**config.mk**
```make
export PLATFORM = sky130hd
export DESIGN_NAME = signal_centroid_unit
export DESIGN_NICKNAME = d
export VERILOG_FILES = /design/src/hdl/scu_pkg.sv /design/src/hdl/scu_front.sv /design/src/hdl/scu_queue.sv /design/src/hdl/scu_divider.sv /design/src/hdl/signal_centroid_unit.sv
export SDC_FILE = /design/constraint.sdc
export NUM_CORES = 2
export LEC_CHECK = 0
export ABC_CLOCK_PERIOD_IN_PS = 12100
export BUFFER_PORTS_ARGS = -buffer_cell sky130_fd_sc_hd__buf_2
export CAP_MARGIN = 20
export CORE_UTILIZATION = 40
export DETAILED_ROUTE_END_ITERATION = 12
export PLACE_DENSITY = 0.62
export SLEW_MARGIN = 10
export SYNTH_ARGS = -nofsm -noshare
export SYNTH_HDL_FRONTEND = slang
export SYNTH_SLANG_ARGS = --single-unit
```
**constraint.sdc**
```tcl
create_clock -name clk -period 12.1 [get_ports clk]
set_input_delay 0.605 -clock clk [delete_from_list [all_inputs] [get_ports clk]]
set_output_delay 0.605 -clock clk [all_outputs]
set_load 0.01 [all_outputs]
```
**src/hdl/scu_pkg.sv**
```systemverilog
`timescale 1ns / 1ps

package scu_pkg;

    // block length limit and sample format
    localparam int MAX_LEN_DEF = 4096;
    localparam int SAMPLE_W    = 16;

    // accumulator widths
    localparam int WSUM_W = 64;
    localparam int PSUM_W = 48;
    localparam int V_W    = 33;   // weight value: sample or sample squared

    // centroid format
    localparam int CEN_W   = 32;
    localparam int FRAC_W  = 16;
    localparam int QUO_W   = 31;  // quotient bits produced by the divider

    // depth of the queue between accumulator and divider
    localparam int QUEUE_DEPTH = 2;

    // status codes
    localparam logic [1:0] ST_OK       = 2'd0;
    localparam logic [1:0] ST_ZERO_DEN = 2'd1;
    localparam logic [1:0] ST_TOO_LONG = 2'd2;

    // finished block sums handed to the divider
    typedef struct packed {
        logic [WSUM_W-1:0] wsum;
        logic [PSUM_W-1:0] psum;
        logic              ovf;
    } block_sums_t;

endpackage

```
**src/hdl/scu_front.sv**
```systemverilog
`timescale 1ns / 1ps

module scu_front #(
    parameter int MAX_LEN = scu_pkg::MAX_LEN_DEF
) (
    input  logic                          clk,
    input  logic                          rst_n,
    input  logic                          cfg_wr_en,
    input  logic                          cfg_wr_data,
    input  logic                          push,
    output logic                          full,
    input  logic [scu_pkg::SAMPLE_W-1:0]  sample,
    input  logic                          last_sample,
    output logic                          q_push,
    output scu_pkg::block_sums_t          q_data,
    input  logic                          q_full
);
    import scu_pkg::*;

    localparam int IDX_W  = $clog2(MAX_LEN + 1);
    localparam int PROD_W = IDX_W + 1 + V_W;

    logic                    energy_mode_reg;
    logic [IDX_W-1:0]        idx_reg;
    logic                    ovf_reg;

    logic                    s0_valid_reg, s0_mode_reg, s0_acc_reg, s0_last_reg, s0_ovf_reg;
    logic signed [SAMPLE_W-1:0] s0_x_reg;
    logic [IDX_W-1:0]        s0_n_reg;

    logic                    s1_valid_reg, s1_acc_reg, s1_last_reg, s1_ovf_reg;
    logic signed [V_W-1:0]   s1_v_reg;
    logic [IDX_W-1:0]        s1_n_reg;

    logic                    s2_valid_reg, s2_acc_reg, s2_last_reg, s2_ovf_reg;
    logic signed [V_W-1:0]   s2_v_reg;
    logic signed [PROD_W-1:0] s2_prod_reg;

    logic [WSUM_W-1:0]       wsum_reg;
    logic [PSUM_W-1:0]       psum_reg;

    logic                    adv, accept, at_limit;
    logic signed [31:0]      sq;
    logic signed [V_W-1:0]   v_next;
    logic signed [PROD_W-1:0] n_ext, v_ext, prod_next;
    logic [WSUM_W-1:0]       wsum_add;
    logic [PSUM_W-1:0]       psum_add;

    // hold the whole pipe while a finished block waits for queue space
    assign adv    = !(s2_valid_reg && s2_last_reg && q_full);
    assign full   = !adv;
    assign accept = push && adv;
    assign at_limit = (idx_reg == IDX_W'(MAX_LEN));

    // mode register
    always_ff @(posedge clk or negedge rst_n)
    begin
        if (!rst_n)
            energy_mode_reg <= 1'b0;
        else if (cfg_wr_en)
            energy_mode_reg <= cfg_wr_data;
    end

    // sample index and length overflow of the current block
    always_ff @(posedge clk or negedge rst_n)
    begin
        if (!rst_n)
        begin
            idx_reg <= '0;
            ovf_reg <= 1'b0;
        end
        else if (accept)
        begin
            if (last_sample)
            begin
                idx_reg <= '0;
                ovf_reg <= 1'b0;
            end
            else if (at_limit)
                ovf_reg <= 1'b1;
            else
                idx_reg <= idx_reg + 1'b1;
        end
    end

    // stage 1 value and stage 2 product
    assign sq     = 32'(s0_x_reg) * 32'(s0_x_reg);
    assign v_next = s0_mode_reg ? V_W'(sq) : V_W'(s0_x_reg);
    assign n_ext  = PROD_W'(signed'({1'b0, s1_n_reg}));
    assign v_ext  = PROD_W'(s1_v_reg);
    assign prod_next = n_ext * v_ext;

    // pipeline valid bits
    always_ff @(posedge clk or negedge rst_n)
    begin
        if (!rst_n)
        begin
            s0_valid_reg <= 1'b0;
            s1_valid_reg <= 1'b0;
            s2_valid_reg <= 1'b0;
        end
        else if (adv)
        begin
            s0_valid_reg <= accept;
            s1_valid_reg <= s0_valid_reg;
            s2_valid_reg <= s1_valid_reg;
        end
    end

    // pipeline payload
    always_ff @(posedge clk)
    begin
        if (adv)
        begin
            s0_x_reg    <= signed'(sample);
            s0_n_reg    <= idx_reg;
            s0_mode_reg <= energy_mode_reg;
            s0_acc_reg  <= !at_limit;
            s0_last_reg <= last_sample;
            s0_ovf_reg  <= ovf_reg || at_limit;

            s1_v_reg    <= v_next;
            s1_n_reg    <= s0_n_reg;
            s1_acc_reg  <= s0_acc_reg;
            s1_last_reg <= s0_last_reg;
            s1_ovf_reg  <= s0_ovf_reg;

            s2_prod_reg <= prod_next;
            s2_v_reg    <= s1_v_reg;
            s2_acc_reg  <= s1_acc_reg;
            s2_last_reg <= s1_last_reg;
            s2_ovf_reg  <= s1_ovf_reg;
        end
    end

    // accumulate, hand the sums off at block end
    assign wsum_add = s2_acc_reg ? wsum_reg + WSUM_W'(s2_prod_reg) : wsum_reg;
    assign psum_add = s2_acc_reg ? psum_reg + PSUM_W'(s2_v_reg) : psum_reg;

    assign q_push      = adv && s2_valid_reg && s2_last_reg;
    assign q_data.wsum = wsum_add;
    assign q_data.psum = psum_add;
    assign q_data.ovf  = s2_ovf_reg;

    always_ff @(posedge clk or negedge rst_n)
    begin
        if (!rst_n)
        begin
            wsum_reg <= '0;
            psum_reg <= '0;
        end
        else if (adv && s2_valid_reg)
        begin
            if (s2_last_reg)
            begin
                wsum_reg <= '0;
                psum_reg <= '0;
            end
            else
            begin
                wsum_reg <= wsum_add;
                psum_reg <= psum_add;
            end
        end
    end

endmodule

```
**src/hdl/scu_queue.sv**
```systemverilog
`timescale 1ns / 1ps

module scu_queue #(
    parameter int DEPTH = scu_pkg::QUEUE_DEPTH
) (
    input  logic                 clk,
    input  logic                 rst_n,
    input  logic                 wr,
    input  scu_pkg::block_sums_t wr_data,
    output logic                 full,
    input  logic                 rd,
    output scu_pkg::block_sums_t rd_data,
    output logic                 empty
);
    import scu_pkg::*;

    localparam int PTR_W = (DEPTH > 1) ? $clog2(DEPTH) : 1;
    localparam int CNT_W = $clog2(DEPTH + 1);

    block_sums_t        entry_reg [DEPTH];
    logic [PTR_W-1:0]   wr_ptr_reg, rd_ptr_reg;
    logic [CNT_W-1:0]   count_reg;
    logic               do_wr, do_rd;

    assign full    = (count_reg == CNT_W'(DEPTH));
    assign empty   = (count_reg == '0);
    assign do_wr   = wr && !full;
    assign do_rd   = rd && !empty;
    assign rd_data = entry_reg[rd_ptr_reg];

    // entry storage
    always_ff @(posedge clk)
    begin
        if (do_wr)
            entry_reg[wr_ptr_reg] <= wr_data;
    end

    // pointers and fill count
    always_ff @(posedge clk or negedge rst_n)
    begin
        if (!rst_n)
        begin
            wr_ptr_reg <= '0;
            rd_ptr_reg <= '0;
            count_reg  <= '0;
        end
        else
        begin
            if (do_wr)
                wr_ptr_reg <= (wr_ptr_reg == PTR_W'(DEPTH - 1)) ? '0 : wr_ptr_reg + 1'b1;
            if (do_rd)
                rd_ptr_reg <= (rd_ptr_reg == PTR_W'(DEPTH - 1)) ? '0 : rd_ptr_reg + 1'b1;
            if (do_wr && !do_rd)
                count_reg <= count_reg + 1'b1;
            else if (do_rd && !do_wr)
                count_reg <= count_reg - 1'b1;
        end
    end

endmodule

```
**src/hdl/scu_divider.sv**
```systemverilog
`timescale 1ns / 1ps

module scu_divider (
    input  logic                        clk,
    input  logic                        rst_n,
    input  logic                        q_empty,
    input  scu_pkg::block_sums_t        q_data,
    output logic                        q_pop,
    output logic                        empty,
    input  logic                        pop,
    output logic [scu_pkg::CEN_W-1:0]   centroid,
    output logic [1:0]                  status
);
    import scu_pkg::*;

    localparam logic [2:0] S_IDLE  = 3'd0;
    localparam logic [2:0] S_CHECK = 3'd1;
    localparam logic [2:0] S_DIV   = 3'd2;
    localparam logic [2:0] S_ROUND = 3'd3;
    localparam logic [2:0] S_DONE  = 3'd4;

    localparam int CNT_W = $clog2(QUO_W);

    logic [2:0]          state_reg, state_next;
    logic [WSUM_W-1:0]   an_reg;
    logic [PSUM_W-1:0]   ad_reg;
    logic                neg_reg;
    logic [1:0]          st_reg;
    logic [PSUM_W-1:0]   rem_reg;
    logic [QUO_W-1:0]    quo_reg;
    logic [QUO_W-1:0]    low_reg;
    logic [CNT_W-1:0]    cnt_reg;
    logic [CEN_W-1:0]    mag_reg;

    logic                out_valid_reg;
    logic [CEN_W-1:0]    centroid_reg;
    logic [1:0]          status_reg;

    logic                num_neg, den_neg, sat, ge, rnd, slot_free;
    logic [WSUM_W-1:0]   an_next;
    logic [PSUM_W-1:0]   ad_next;
    logic [1:0]          st_next;
    logic [PSUM_W:0]     trial, ad_ext;
    logic [CEN_W-1:0]    limit, mag_sum;

    assign num_neg = q_data.wsum[WSUM_W-1];
    assign den_neg = q_data.psum[PSUM_W-1];
    assign an_next = num_neg ? (~q_data.wsum + 1'b1) : q_data.wsum;
    assign ad_next = den_neg ? (~q_data.psum + 1'b1) : q_data.psum;
    assign st_next = q_data.ovf ? ST_TOO_LONG
                   : ((q_data.psum == '0) ? ST_ZERO_DEN : ST_OK);

    assign q_pop     = (state_reg == S_IDLE) && !q_empty;
    assign slot_free = !out_valid_reg || pop;

    // saturation test: integer quotient reaches 2^15
    assign sat   = an_reg >= {1'b0, ad_reg, 15'b0};
    assign limit = neg_reg ? {1'b1, {(CEN_W-1){1'b0}}} : {1'b0, {(CEN_W-1){1'b1}}};

    // one restoring step
    assign ad_ext = {1'b0, ad_reg};
    assign trial  = {rem_reg, low_reg[QUO_W-1]};
    assign ge     = trial >= ad_ext;

    // round half away from zero on the magnitude
    assign rnd     = {rem_reg, 1'b0} >= ad_ext;
    assign mag_sum = {1'b0, quo_reg} + CEN_W'(rnd);

    // sequencer
    always_comb
    begin
        state_next = state_reg;
        case (state_reg)
            S_IDLE:
                if (!q_empty)
                    state_next = (st_next == ST_OK) ? S_CHECK : S_DONE;
            S_CHECK:
                state_next = sat ? S_DONE : S_DIV;
            S_DIV:
                if (cnt_reg == CNT_W'(QUO_W - 1))
                    state_next = S_ROUND;
            S_ROUND:
                state_next = S_DONE;
            S_DONE:
                if (slot_free)
                    state_next = S_IDLE;
            default:
                state_next = S_IDLE;
        endcase
    end

    always_ff @(posedge clk or negedge rst_n)
    begin
        if (!rst_n)
            state_reg <= S_IDLE;
        else
            state_reg <= state_next;
    end

    // datapath
    always_ff @(posedge clk)
    begin
        case (state_reg)
            S_IDLE:
            begin
                an_reg  <= an_next;
                ad_reg  <= ad_next;
                neg_reg <= num_neg ^ den_neg;
                st_reg  <= st_next;
                mag_reg <= '0;
            end
            S_CHECK:
            begin
                mag_reg <= limit;
                rem_reg <= an_reg[WSUM_W-2:15];
                low_reg <= {an_reg[14:0], {FRAC_W{1'b0}}};
                quo_reg <= '0;
                cnt_reg <= '0;
            end
            S_DIV:
            begin
                rem_reg <= ge ? PSUM_W'(trial - ad_ext) : trial[PSUM_W-1:0];
                quo_reg <= {quo_reg[QUO_W-2:0], ge};
                low_reg <= {low_reg[QUO_W-2:0], 1'b0};
                cnt_reg <= cnt_reg + 1'b1;
            end
            S_ROUND:
                mag_reg <= (mag_sum > limit) ? limit : mag_sum;
            default:
            begin
            end
        endcase
    end

    // result register
    always_ff @(posedge clk or negedge rst_n)
    begin
        if (!rst_n)
            out_valid_reg <= 1'b0;
        else if (state_reg == S_DONE && slot_free)
            out_valid_reg <= 1'b1;
        else if (pop)
            out_valid_reg <= 1'b0;
    end

    always_ff @(posedge clk)
    begin
        if (state_reg == S_DONE && slot_free)
        begin
            centroid_reg <= neg_reg ? (~mag_reg + 1'b1) : mag_reg;
            status_reg   <= st_reg;
        end
    end

    assign empty    = !out_valid_reg;
    assign centroid = centroid_reg;
    assign status   = status_reg;

endmodule

```
**src/hdl/signal_centroid_unit.sv**
```systemverilog
`timescale 1ns / 1ps

// Temporal centroid of sample blocks: sum(n*v)/sum(v) with n counted from 0, v the sample or,
// with energy_mode set, its square. One sample is taken per cycle while full is low, through
// a three-stage multiply/accumulate pipe; the sample marked last_sample closes the block and
// yields one item: the centroid as signed Q16.16 (rounded, saturated) and a status (ok, zero
// denominator, block longer than MAX_LEN). Finished block sums go through a two-entry queue
// to a divider that retires one quotient bit per cycle; in the back end a block goes through
// load, saturation check, 31 divide steps, round and output, and one with an error status or
// a saturated quotient skips ahead to output. Blocks coming faster than the divider drains
// them back up the queue and full rises. energy_mode is sampled as each sample is accepted.
module signal_centroid_unit #(
    parameter int MAX_LEN = scu_pkg::MAX_LEN_DEF
) (
    input  logic                          clk,
    input  logic                          rst_n,
    input  logic                          cfg_wr_en,
    input  logic                          cfg_wr_data,
    input  logic                          push,
    output logic                          full,
    input  logic [scu_pkg::SAMPLE_W-1:0]  sample,
    input  logic                          last_sample,
    output logic                          empty,
    input  logic                          pop,
    output logic [scu_pkg::CEN_W-1:0]     centroid,
    output logic [1:0]                    status
);
    import scu_pkg::*;

    logic        q_wr, q_full, q_rd, q_empty;
    block_sums_t q_wr_data, q_rd_data;

    // accumulator front end
    scu_front #(
        .MAX_LEN(MAX_LEN)
    ) u_front (
        .clk(clk),
        .rst_n(rst_n),
        .cfg_wr_en(cfg_wr_en),
        .cfg_wr_data(cfg_wr_data),
        .push(push),
        .full(full),
        .sample(sample),
        .last_sample(last_sample),
        .q_push(q_wr),
        .q_data(q_wr_data),
        .q_full(q_full)
    );

    // block sums waiting for the divider
    scu_queue #(
        .DEPTH(QUEUE_DEPTH)
    ) u_queue (
        .clk(clk),
        .rst_n(rst_n),
        .wr(q_wr),
        .wr_data(q_wr_data),
        .full(q_full),
        .rd(q_rd),
        .rd_data(q_rd_data),
        .empty(q_empty)
    );

    // divider back end
    scu_divider u_divider (
        .clk(clk),
        .rst_n(rst_n),
        .q_empty(q_empty),
        .q_data(q_rd_data),
        .q_pop(q_rd),
        .empty(empty),
        .pop(pop),
        .centroid(centroid),
        .status(status)
    );

endmodule

```
; After elaboration in Yosys (flattened, before gate mapping)
; Memories as Yosys holds them, arrays and structs flattened.
; Index checks and enable logic that the tools add are counted.
[totals]
reg_bits = 599
ram_bits = 226
out_inout_bits = 36
word_cells = 145
mem_count = 1
[op_classes]
addsub = 13
mul = 2
magnitude_cmp = 4
eq_ne = 11
muxes = 36
n_bitwise = 4
n_reduce_logical = 32
[memory_table]
columns = memory, depth, width, rd, rd_ports_with_merged_regs, wr, line
row1 = u_queue.entry_reg, 2, 113, 1, 0, 1, scu_queue.sv:20  ; block_sums_t entry_reg [DEPTH];
[ops]
columns = cell, count
row1 = 2-to-1 mux 48 bit, 3
row2 = 2-to-1 mux 64 bit, 2
row3 = one-hot mux 31 bit (2 select lines), 2
row4 = >= comparator 49 x 48 -> 1 bit, 2
row5 = 2-to-1 mux 32 bit, 3
row6 = one-hot mux 32 bit (3 select lines), 1
row7 = one-hot mux 48 bit (2 select lines), 1
row8 = "adder 64 x 1 -> 64 bit, second input constant", 1
row9 = adder 64 bit, 1
row10 = >= comparator 64 x 63 -> 1 bit, 1
row11 = inverter 64 bit, 1
row12 = 2-to-1 mux 63 bit, 1
row13 = "adder 48 x 1 -> 48 bit, second input constant", 1
row14 = adder 48 bit, 1
row15 = logical NOT 48 bit, 1
row16 = inverter 48 bit, 1
row17 = subtractor 48 bit, 1
row18 = multiplier 14 x 33 -> 47 bit, 1
row19 = 2-to-1 mux 47 bit, 1
row20 = 2-to-1 mux 33 bit, 1
row21 = adder 31 x 1 -> 32 bit, 1
row22 = "adder 32 x 1 -> 32 bit, second input constant", 1
row23 = > comparator 32 bit, 1
row24 = multiplier 16 x 16 -> 32 bit, 1
row25 = 30 further kinds, 71

; Depth between registers and ports, before layout
[depth]
word_depth = 10
depth_mapped = 32
depth_no_buf = 30

; Hierarchy
; A second synthesis with hierarchy kept.
[hier_totals]
cells_unflattened = 6620
area_unflattened_um2 = 68451.9
[by_module_without_submodules]
columns = mod, n_inst, cells_per_inst, area_each_um2, seq_area_each_um2
row1 = scu_front, 1, 4381, 41305.9, 8147.8
row2 = scu_divider, 1, 1868, 18546.5, 8508.2
row3 = scu_queue, 1, 371, 8599.5, 6886.6

; Worst setup path before layout
; Ideal clock, no wire load.
[synth_path]
kind = register to register
startpoint = register u_divider.state_reg[2]
endpoint = register u_queue.count_reg[1]
setup_time_ns = 0.079
arrival_time_ns = 10.979
path_slack_ns = 1.042
path_stages_with_launch = 8
n_path_buf = 1
synth_period_minus_slack_ns = 11.058
path_cell_list = dfrtp_1 clkbuf_1 nor3_1 o21ai_0 ha_1 xor2_1 nor2_1 xor2_1
[synth_between]
elab_chain_cells = 6
word_cells_on_any_way = 8
classes_between = mux (1) / reduce/logical (7)
[synth_rtl]
columns = item, line
row1 = from (decl), scu_divider.sv:24  ; logic [2:0] state_reg, state_next;
row2 = from (signal assigned), scu_divider.sv:97  ; state_reg <= state_next;
row3 = logical NOT 3 bit (*), scu_divider.sv:53  ; assign q_pop = (state_reg == S_IDLE) && !q_empty;
row4 = logical AND 1 bit (*), scu_divider.sv:53
row5 = logical AND 1 bit (*), scu_queue.sv:28  ; assign do_rd = rd && !empty;
row6 = logical NOT 1 bit, scu_queue.sv:53  ; if (do_wr && !do_rd)
row7 = logical AND 1 bit, scu_queue.sv:53
row8 = 2-to-1 mux 2 bit or nonzero test 2 bit (tied branches), n/a
row9 = to (signal assigned), scu_queue.sv:54  ; count_reg <= count_reg + 1'b1;
row10 = to (signal assigned), scu_queue.sv:56  ; count_reg <= count_reg - 1'b1;
row11 = to (decl), scu_queue.sv:22  ; logic [CNT_W-1:0] count_reg;
; Mark *: on every way between the ends. The rest lies on a longest branch, timed or not.
; A chain may end at the register's enable or synchronous reset.

; Worst setup path in the final report
[layout_path]
startpoint = register u_front.s0_x_reg[15]
endpoint = register u_front.s1_v_reg[30] (data pin)
[layout_between]
elab_chain_cells = 2
[layout_rtl]
columns = item, line
row1 = from (decl), scu_front.sv:28  ; logic signed [SAMPLE_W-1:0] s0_x_reg;
row2 = from (signal assigned), scu_front.sv:115  ; s0_x_reg <= signed'(sample);
row3 = multiplier 16 x 16 -> 32 bit, scu_front.sv:87  ; assign sq = 32'(s0_x_reg) * 32'(s0_x_reg);
row4 = 2-to-1 mux 33 bit (*), scu_front.sv:88  ; assign v_next = s0_mode_reg ? V_W'(sq) : V_W'(s0_x_reg);
row5 = named net u_front.v_next[30], scu_front.sv:44  ; logic signed [V_W-1:0] v_next;
row6 = to (signal assigned), scu_front.sv:122  ; s1_v_reg <= v_next;
row7 = to (decl), scu_front.sv:32  ; logic signed [V_W-1:0] s1_v_reg;
; Mark *: on every way through the listed nets, which the timed path passes. The rest lies on a longest branch.

==> flow_results.org <==
** Synth
- Post-synthesis adder-cell area fraction :: 26.01%
- The synthesized design contains 669 enable-type register cells.
- #FFs+latches synth :: ~810
- After synthesis, the largest family of logic cells by area is adder cells.
- Synthesized netlist cell count :: a little under 7k
- Average size of a mapped cell :: 10.19 sq um
- Async SR Flop Fraction :: 17.10%
- Multiplexer cells account for approximately 2.8% of the synthesized area.
- For this run, the number of Yosys warnings is 0.
- Leading register cell type out of synthesis :: edfxtp_1
- Yosys mapped the design onto 101 distinct sky130hd cell types.
- The number of nets in the synthesized netlist is 7887.
- Of the total synthesized cell area, the portion taken by XOR and XNOR cells is roughly 5%.
- Of the total synthesized cell area, the portion taken by AND, OR, NAND and NOR gates is a little over an eighth.
- Share of the synthesized area in compound gates (AO/OA/AOI/OAI) :: 12.78%
- Sequential element share of the synthesized area :: 33.99%
- After synthesis the cells add up to 69270 sq um.

** Placed design
- After legalization and detailed placement, the total HPWL measured about 130000 microns.
- Port buffering added 58 buffers.
- Weighted congestion reported at the end of routability-driven placement :: slightly above 0.9

** Detailed routing
- First drt pass iteration count :: 6
- DRC violation count after routing :: 0
- After detailed routing, the number of vias per cell comes to 5.365.
- In the final routed layout, each cell accounts on average for 19.04 microns.
- Vias :: 48.79k
- Total length of routed wires :: between 150000 and 200000 microns
- Number of DRC violations after detailed-routing iteration 0 :: 3282
- Post-DRT Antenna Nets :: 0

** Run status
- Status :: finished clean

** STA
- The final-report hold violation count was 0.
- Setup total negative slack on the finished layout was measured at 0 ns.
- The number of slew-limit violations in the final report was 0.
- Measured against its own limit, the worst slew margin works out to 30.31%.
- Number of setup violations in the final report :: 0
- Setup repair after global routing left no endpoint under its margin.
- For this run, the top clock speed supported by timing is 0.1305 GHz.
- Final clock skew :: 0.07667 ns
- At the pin with the least slew margin, the transition time is 1.045 ns.
- Of the available clock period, the critical path in the final layout requires about 63%.
- The worst path needs 7.664 ns of the cycle, external delays included.

** Hold path
- The startpoint identified for the worst hold timing path is sample[11].
- Class of the most critical hold timing path :: input pin to register
- The worst hold path terminates at u_front.s0_x_reg[11].
- Along the worst hold path, the cell count comes to 1.

** Critical path
- Cell type group with the largest total delay on the critical path :: adder cells
- For this design, the slowest cell found on the critical path is edfxtp_1.
- Worst r2r src :: u_front.s0_x_reg[15]
- Stage delay of the slowest cell on the critical path :: 0.96 ns
- The worst register-to-register path ends at u_front.s1_v_reg[30].
- Ordered cell list for the critical path :: inv_2 -> nor2_1 -> fa_1 -> fa_1 -> inv_1 -> fa_1 -> inv_1 -> fa_1 -> fa_1 -> fa_1 -> ha_1 -> a21o_1 -> a21oi_1 -> o221a_2 -> o31ai_1 -> nand2_1 -> a31oi_1 -> or4_1 -> a31oi_1 -> xnor2_1 -> o21ai_0
- Crit path arrival time :: 8.06 ns
- Most frequent CP cell :: fa_1
- The number of buffers and inverters on the critical path is 3.
- At the worst endpoint, the required time is 12.50 ns.
- In this run the register-to-register setup slack is approximately 4.4 ns.
- The worst setup path is of the register to register kind.
- FF-to-FF path depth :: 21
- STA classifies the critical path endpoint as a register.
- Of all nets on the critical path, the largest fanout is 23.
- Worst setup SP type :: register

** Layout
- Area growth from synthesis to final layout :: 8.316%
- The register with the most flip-flops in the layout has roughly 230 of them.
- Commonest non-fill, non-tap cell in the layout :: inv_1
- Most frequent cells in the layout :: inv_1 (811), edfxtp_1 (669), nand2_1 (645)
- The post-route netlist has 6.254% of its cells at a drive strength greater than 1.
- Total number of nets in the final design :: 7788

** CTS
- At the later pin of the worst-skew pair, clock insertion delay measures 0.74 ns.
- Clock sink count :: just over 800
- The longest clock path from root to sink contains 3 buffers.
- After clock tree synthesis, the clock-pin slew on the worst setup and hold paths is 0.06 ns.
- TritonCTS built the clock tree.
- CTS H-tree depth :: 3
- Buffers inserted during clock tree synthesis total 93.
- Clock tree synthesis selected as its root buffer the cell clkbuf_16.

** Floorplan
- In this run the vertical extent of the chip is 418.1 microns.
- Num ports :: 59
- Std-Cell Rows :: 152
- The die is 418.1 microns wide.
- The floorplan step defined a core boundary enclosing approximately 170000 sq um.
- Die area :: between 150000 and 200000 sq um
- Initial Utilization :: between 40% and 50%

** GRT
- Antenna violations before repair :: 2
- After global routing the overflow that remains totals 0.
- Largest net degree at the start of global routing :: 91
- The via count of the first global-routing pass was about 49k.
- The first global-routing pass estimated 275700 microns of wire.
- GR Util All Layers :: 19.83%

** Run
- The tool flagged a number of max-cap violations equal to 0.
[kinds of logic (layout without fill, tap and decap cells)]
group | count (synthesis) | count (layout)
AND/OR/NAND/NOR | 1851 | 1851
AO/OA/AOI/OAI | 1388 | 1388
buffers and inverters | 1114 | 1096
adder cells (fa/ha/maj) | 1066 | 1066
flip-flops | 807 | 807
XOR/XNOR | 392 | 392
multiplexers | 180 | 180
other | 0 | 3
[layout make-up]
| class | count | area [sq um] |
|---|---|---|
| multi-input combinational | 4877 | 41550 |
| sequential | 807 | 23550 |
| tap | 2310 | 2890 |
| clock inverter | 61 | 825.8 |
| clock buffer | 115 | 2480 |
| timing repair buffer | 106 | 674.4 |
| antenna | 3 | 7.507 |
| inverter | 814 | 3055 |
| fill | 16171 | 96700 |
[worst reg2reg max path: cells and delay by family, from the launching register on]
family | cells | cell delay [ns]
buf+inv | 3 | 0.60
simple gates | 3 | 0.93
compound gates | 7 | 0.98
fa+ha+maj | 7 | 3.79
flops | 1 | 0.96
xor+xnor | 1 | 0.13
[synth_stat cells, types with 10 or more instances]
master    number  area share, %
a211o_1       14           0.18
a211oi_1      34           0.37
a21o_1       154            1.7
a21oi_1      352            2.5
a22o_1        53           0.67
a31o_2        10           0.13
a31oi_1       43           0.39
and2_1       294            2.7
and3_1        61           0.55
and4_1        14           0.18
buf_2         25           0.18
clkbuf_1     260            1.4
dfrtp_1      138            5.0
edfxtp_1     669             29
fa_1         623             18
ha_1         443            8.0
inv_1        811            4.4
mux2_2        83            1.3
mux2i_1       93            1.3
nand2_1      647            3.5
nand2b_1      75           0.68
nand3_1      102           0.74
nand4_1       82           0.74
nor2_1       281            1.5
nor2b_1       46           0.42
nor3_1       107           0.77
nor3b_1       23           0.25
nor4_1        29           0.26
o211ai_1      20           0.22
o21a_1        49           0.53
o21ai_0      384            2.8
o21ai_1       17           0.12
o21bai_1      53           0.57
o31ai_1       37           0.40
o32a_1        15           0.22
o32ai_1       22           0.28
o41ai_1       10           0.13
or2_2         10          0.090
or3_1         25           0.23
or4_1         12           0.13
xnor2_1      256            3.2
xor2_1       136            1.7
[routing by layer]
| layer | wire length [microns] | global-route usage [%] | vias to the layer above |
|---|---|---|---|
| li1 | - | - | 23175 |
| met1 | 78100 | 26.60 | 24288 |
| met2 | 82970 | 33.60 | 1069 |
| met3 | 7280 | 2.442 | 250 |
| met4 | 4705 | 5.563 | 4 |
| met5 | 32 | 0 | - |
[worst max path at each step]
stage                                       from                       to  slack [ns]  cells after the start
after floorplan           u_divider.state_reg[2]     u_queue.count_reg[1]        1.04                      7
after global placement       u_front.s1_n_reg[7]  u_front.s2_prod_reg[43]        4.27                     21
after detailed placement    u_front.s0_x_reg[15]     u_front.s1_v_reg[31]        4.41                     18
after CTS                   u_front.s0_x_reg[15]     u_front.s1_v_reg[31]        4.41                     18
after global routing        u_front.s0_x_reg[15]     u_front.s1_v_reg[31]        3.96                     18
final                       u_front.s0_x_reg[15]     u_front.s1_v_reg[30]        4.44                     21
[what timing repair did]
item,CTS,global route
buffers inserted,0,0
hold buffers,1,0
hold endpoints to repair,47,0
resized for setup,0,0
[metrics by stage]
step / util [%] / cell area (sq um) / hold WS [ns] / cells / setup WS (ns)
final: 43.69 / 75030 / 0.08261 / 9093 / 4.436
after global routing: 43.69 / 75020 / 0.03774 / 9090 / 3.960
after CTS: 43.69 / 75020 / 0.01694 / 9090 / 4.410
after detailed placement: 41.76 / 71710 / 0.4054 / 8913 / 4.405
after global placement: 41.74 / 71680 / 0.4002 / 8911 / 4.266
after floorplan: - / 69270 / 0.3094 / 6798 / 1.042
Power is not shown: default switching activity piles up to over one toggle a cycle in this logic, so the estimate is an artifact.
